File: config.mk
export PLATFORM = sky130hd
export DESIGN_NAME = ittf_ram
export DESIGN_NICKNAME = d
export VERILOG_FILES = /design/src/ittf_ram.sv
export SDC_FILE = /design/constraint.sdc
export NUM_CORES = 2
export LEC_CHECK = 0
export BUFFER_PORTS_ARGS = -buffer_cell sky130_fd_sc_hd__buf_4
export CAP_MARGIN = 30
export CORE_ASPECT_RATIO = 0.5
export CORE_UTILIZATION = 40
export DETAILED_ROUTE_END_ITERATION = 8
export GPL_ROUTABILITY_DRIVEN = 0
export GPL_TIMING_DRIVEN = 0
export PLACE_DENSITY = 0.5
export SETUP_SLACK_MARGIN = 0.5
export SYNTH_ARGS = -nofsm -noshare
export SYNTH_HDL_FRONTEND = slang
export SYNTH_SLANG_ARGS = --single-unit
File: constraint.sdc
create_clock -name clk -period 2.79 [get_ports clk]
set_input_delay 0.279 -clock clk [delete_from_list [all_inputs] [get_ports clk]]
set_output_delay 0.279 -clock clk [all_outputs]
set_load 0.1 [all_outputs]
File: src/ittf_ram.sv
// generic single-port-write ram with registered read
module ittf_ram #(
  parameter int WIDTH = 8,
  parameter int DEPTH = 256
) (
  input  logic                     clk,
  input  logic                     we,
  input  logic [$clog2(DEPTH)-1:0] waddr,
  input  logic [WIDTH-1:0]         wdata,
  input  logic [$clog2(DEPTH)-1:0] raddr,
  output logic [WIDTH-1:0]         rdata
);

  logic [WIDTH-1:0] mem [DEPTH];

  // write port and registered read port
  always_ff @(posedge clk) begin
    if (we) begin
      mem[waddr] <= wdata;
    end
    rdata <= mem[raddr];
  end

endmodule

Word level (Yosys, flattened, before mapping)

Memories as Yosys holds them, arrays and structs flattened. A register that Yosys moved wholly into a read port is not among the register bits.
Cells that the tools add are included.

Reductions and logical operators: 0
Equality and inequality tests: 0
Multiply operators: 0
Add/subtract/negate cells: 0
Div/mod/pow operators: 0
Shift operators: 0
Multiplexer cells: 2
Bitwise operators: 0
$lt $le $gt $ge: 0

Operator list:

| kind   | number |
|---|---|
| $mux 1 | 2 |

Memories kept: 1
Bits in registers: 0
ROM bits: 0
Logic and storage cells: 3
Bits in latches: 0
Output and inout bits: 8
Memory bits (writable): 2048
Input bits: 26

Memories:

| memory | depth | bits a word | rd ports | clocked after memory_dff | wr ports | RTL line | text |
|---|---|---|---|---|---|---|---|
| mem    | 256   | 8           | 1        | 1                        | 1        | 14       | `logic [WIDTH-1:0] mem [DEPTH];` |

Logic depth before layout (Yosys ltp)

Depth in word-level cells: 2
Gate-level depth with buffers: 11
Depth with buffers taken out: 6

Least setup slack after synthesis

OpenSTA, ideal clock, no wires.

Path kind: input to register
From: in raddr[0]
To: reg rdata[2] (read register of mem)
Setup time: 0.131 ns
Setup slack: 0.573 ns
Data required time: 2.659 ns
Arrival: 2.086 ns
Stages on the path: 9
Buffers on the path: 4
Path through: buf_6 > buf_12 > buf_8 > buf_2 > mux4_2 > a22oi_1 > a21oi_1 > nor4_1 > nor4_2

RTL lines:

| item            | RTL line | text |
|---|---|---|
| start, declared | 10       | `input logic [$clog2(DEPTH)-1:0] raddr,` |
| end, declared   | 11       | `output logic [WIDTH-1:0] rdata` |

Final worst setup path

From: in waddr[3]
To: mem mem[89][3] (enable)

RTL lines:

| item            | RTL line | text |
|---|---|---|
| start, declared | 8        | `input logic [$clog2(DEPTH)-1:0] waddr,` |
| end, declared   | 14       |  |

Straight into the memory's write port.

==> qor.json <==
{
  "count_of_unique_library_cells_instantiated_by_yosys": 55,
  "wirelength_met1_um": 113000,
  "crit_chain": "clkbuf_1, nor2b_1, clkbuf_1, nand3_1, clkbuf_8, nor2_2",
  "clock.fmax_mhz": 380.6,
  "die_w_um": 632.7,
  "crit_family": "buffers and inverters",
  "postSynthRegisterBits": 2056,
  "max_slew_violations": 0,
  "ys_dominant_reg_cell": "sky130_fd_sc_hd__edfxtp_1",
  "path_common_cell": "sky130_fd_sc_hd__clkbuf_1",
  "grt_antenna_before_repair": 16,
  "comb_power_share_pct": 7.0,
  "period_share_pct": 94.17,
  "path_clk_slew_ps": 60,
  "detail_route.vias_per_cell": 6.131,
  "worst-endpoint-arrival_ps": 3110,
  "drt-total-wl_um": 264200,
  "synthesis_to_finish_area_growth_pct": 16.69,
  "relSlewSlack_pct": 25.18,
  "synth_nets": 3759,
  "port-buffer-count": 26,
  "maximum_single_stage_delay_on_the_critical_path_ps": 640,
  "pin_count": 34,
  "switching_power_mw": 14.74,
  "power_per_cell_area_nw_per_um2": 685.6,
  "clock_skew_ps": 49.97,
  "leakage_nw": 28.37,
  "grt_pass1_wl_um": 353100,
  "hold_viol": 2,
  "post_synth_most_frequent_cells": "sky130_fd_sc_hd__edfxtp_1, sky130_fd_sc_hd__mux4_2, sky130_fd_sc_hd__nor2_1, sky130_fd_sc_hd__mux2i_1, sky130_fd_sc_hd__a22oi_1",
  "clock-sinks": 2056,
  "cellInternalPower_mw": 48.91,
  "synthArstFlopShare_pct": 0,
  "synth_compound_gate_area_share_pct": 3.419,
  "seq_power_share_pct": 53.5,
  "synth_top_cell_area_share_pct": 77.30,
  "worst_slew_pin_slew_ps": 1122,
  "post_synth_and_or_nand_nor_area_fraction_pct": 2.628,
  "yosysWarnings": 0,
  "finalSetupViolations": 0,
  "initial_core_util_pct": 40.36,
  "route.antenna.remaining_nets": 0,
  "clockRootBuffer": "sky130_fd_sc_hd__clkbuf_16",
  "hold_ws_ps": -0.5637,
  "worst_setup_path_end_kind": "flip-flop",
  "design_power_total_mw": 63.65,
  "grt_start_max_net_pins": 157,
  "swShare_pct": 23.16,
  "power_frac_clock_pct": 39.5,
  "tritoncts.num_buffers": 194,
  "layout.filler_cells": 16330,
  "crit_path_top_delay_cell": "sky130_fd_sc_hd__nand3_1",
  "crit_path_start_kind": "primary input",
  "run_status": "finished, violations left",
  "timing.reg2reg.setup_slack_ps": 270,
  "synthesis.instances": 3733,
  "route.vias.total": 42090,
  "fp-row-count": 115,
  "detailedRoute.firstPassIterationCount": 8,
  "rsz0062_at_grt": "yes",
  "period_minus_slack_ps": 2627,
  "syn-mean-instance-area_sq_um": 21.31,
  "drt_drc_violations_left": 0,
  "sequential_cell_area_fraction_in_the_yosys_report_pct": 77.50,
  "synth_area_leaders": "sky130_fd_sc_hd__edfxtp_1, sky130_fd_sc_hd__mux4_2, sky130_fd_sc_hd__mux2i_1",
  "min_path_type": "primary input to flip-flop",
  "die_area_sq_um": 200800,
  "post_synth_fa_ha_maj_area_fraction_pct": 0,
  "clock_tree.buffer_depth": 4,
  "global_route.usage.total_pct": 26.23,
  "timing_worst_setup_path_type": "primary input to flip-flop",
  "dr_wl_met3_um": 29390,
  "cts-htree-levels": 4,
  "critPathMaxFanout": 10,
  "nets": 4110,
  "dr.max_layer_used": "met5",
  "met2_wirelength_um": 114200,
  "synth_top_family_by_area": "multiplexers",
  "netlist.top_cell.by_area": "sky130_fd_sc_hd__edfxtp_1",
  "post-synth-top-count-cell": "sky130_fd_sc_hd__edfxtp_1",
  "number_of_global_route_vias_before_repair": 40940,
  "critPathBufInv": 3,
  "crit_required_ps": 3270,
  "clock_latency_ps": 870,
  "core_box_area_sq_um": 197100,
  "mappedNetlistArea_sq_um": 79560,
  "violations_in_the_final_reports": "hold timing",
  "max_cap_violations": 0,
  "initialDrtViolationCount": 6135,
  "finalSetupTns_ps": 0,
  "yosys.area_share.xor_xnor_pct": 0,
  "post_route_cells_drive_above_1_share_pct": 31.42,
  "max-vdd-ir-drop_mv": 0.5149,
  "cts_tree": "done",
  "post_synth_mux_area_share_pct": 14.62,
  "wire_length_per_cell_after_detailed_routing_um": 38.48,
  "die-height_um": 317.4,
  "dp.final_hpwl_um": 178800,
  "overflow": 0,
  "synth-edff-count": 2048
}
## flip-flops by register name, summed over array words and instances, names as in the netlist
signal / cells
rdata: 8
mem: 2048
## worst register-to-register path, cell delays in order, from the launching register on
cell	delay [ps]
sky130_fd_sc_hd__edfxtp_1	350
sky130_fd_sc_hd__mux4_2	480
sky130_fd_sc_hd__a22o_1	320
sky130_fd_sc_hd__a221oi_1	370
sky130_fd_sc_hd__buf_4	280
sky130_fd_sc_hd__o32ai_4	170
sky130_fd_sc_hd__nor3_4	270
sky130_fd_sc_hd__nor4_2	140
## power groups by stage
| stage | clock, mW | combinational (mW) | sequential, mW |
|---|---|---|---|
| finish | 25.1 | 4.45 | 34.1 |
| global route | 26.5 | 4.54 | 34.0 |
| CTS | 25.3 | 4.29 | 34.1 |
| detailed placement | 0 | 4.02 | 34.7 |
| global placement | 0 | 3.81 | 34.8 |
| floorplan | 0 | 1.65 | 34.9 |
## path summary, 6_finish.rpt
check	startpoint	end	depth (start not counted)
worst min register to register	mem[32][5]	rdata[5]	6
worst max register to register	mem[83][3]	rdata[3]	7
worst max-delay path	waddr[3]	mem[89][3]	6
worst min-delay path	wdata[4]	mem[174][4]	1
## repair_timing
action	CTS	global route
endpoints found under the setup margin	1309	1091
gates resized for setup	445	151
hold endpoints to repair	421	0
setup buffers	9	11
pin swaps	21	20
hold buffers	6	0
## area by class of cell
cell class / count / area, sq um / share of cell area (%)
multi-input cells: 1442 / 18210 / 19.62
diodes: 8 / 20.02 / 0.02156
well taps: 2632 / 3293 / 3.547
repair buffers: 155 / 1911 / 2.058
inverters: 2 / 8.758 / 0.009435
clock inverters: 103 / 680.7 / 0.7332
clock buffers: 235 / 5040 / 5.429
plain buffers: 233 / 2011 / 2.166
flip-flops and latches: 2056 / 61660 / 66.42
## per-stage QoR
step,hold WS [ps],setup slack [ps],instance area (sq um),instances,utilization (%)
global route,0.3752,246.2,92820,6860,47.09
detailed placement,694.0,-1974,84340,6476,42.79
finish,-0.5637,162.6,92830,6866,47.09
global placement,776.8,-2806,83040,6391,42.13
CTS,7.356,222.9,91900,6829,46.62
floorplan,377.9,573.1,79560,3733,-
## placed cells by master (no fill, tap or decap), types with 10 or more instances in the layout
cell	netlist	routed
sky130_fd_sc_hd__nor2_2	0	89
sky130_fd_sc_hd__a22oi_1	133	117
sky130_fd_sc_hd__nand2_1	33	33
sky130_fd_sc_hd__clkbuf_16	0	195
sky130_fd_sc_hd__mux2i_1	134	129
sky130_fd_sc_hd__clkbuf_2	0	36
sky130_fd_sc_hd__a21oi_2	0	16
sky130_fd_sc_hd__o21ai_0	10	10
sky130_fd_sc_hd__nand3_1	34	26
sky130_fd_sc_hd__clkbuf_4	0	15
sky130_fd_sc_hd__a22oi_2	0	16
sky130_fd_sc_hd__clkinv_2	0	40
sky130_fd_sc_hd__a211oi_1	16	15
sky130_fd_sc_hd__o211ai_1	10	10
sky130_fd_sc_hd__buf_6	21	38
sky130_fd_sc_hd__buf_12	8	24
sky130_fd_sc_hd__nor2_4	0	73
sky130_fd_sc_hd__clkbuf_1	111	87
sky130_fd_sc_hd__nor2_1	282	120
sky130_fd_sc_hd__edfxtp_1	2048	2048
sky130_fd_sc_hd__o22ai_1	28	27
sky130_fd_sc_hd__nand4_1	10	10
sky130_fd_sc_hd__mux4_2	454	454
sky130_fd_sc_hd__clkinv_1	1	46
sky130_fd_sc_hd__nor2b_1	31	25
sky130_fd_sc_hd__buf_8	13	68
sky130_fd_sc_hd__buf_16	0	18
sky130_fd_sc_hd__a21oi_1	96	77
sky130_fd_sc_hd__buf_4	27	89
sky130_fd_sc_hd__buf_2	31	30
sky130_fd_sc_hd__nor4_4	0	19
sky130_fd_sc_hd__o221ai_1	46	38
## metal layers
| layer | vias up | track usage [%] |
|---|---|---|
| met5 | - | 0 |
| met4 | 2 | 7.366 |
| met3 | 365 | 7.209 |
| met2 | 2329 | 38.06 |
| met1 | 22980 | 38.93 |
| li1 | 16420 | - |
## cells by family (layout without fill, tap and decap cells)
group	after synthesis	count (layout)
AO/OA/AOI/OAI	385	385
buffers and inverters	235	728
flip-flops	2056	2056
multiplexers	591	591
other	0	8
AND/OR/NAND/NOR	466	466
Note: power is estimated with default switching activity, not from simulation.
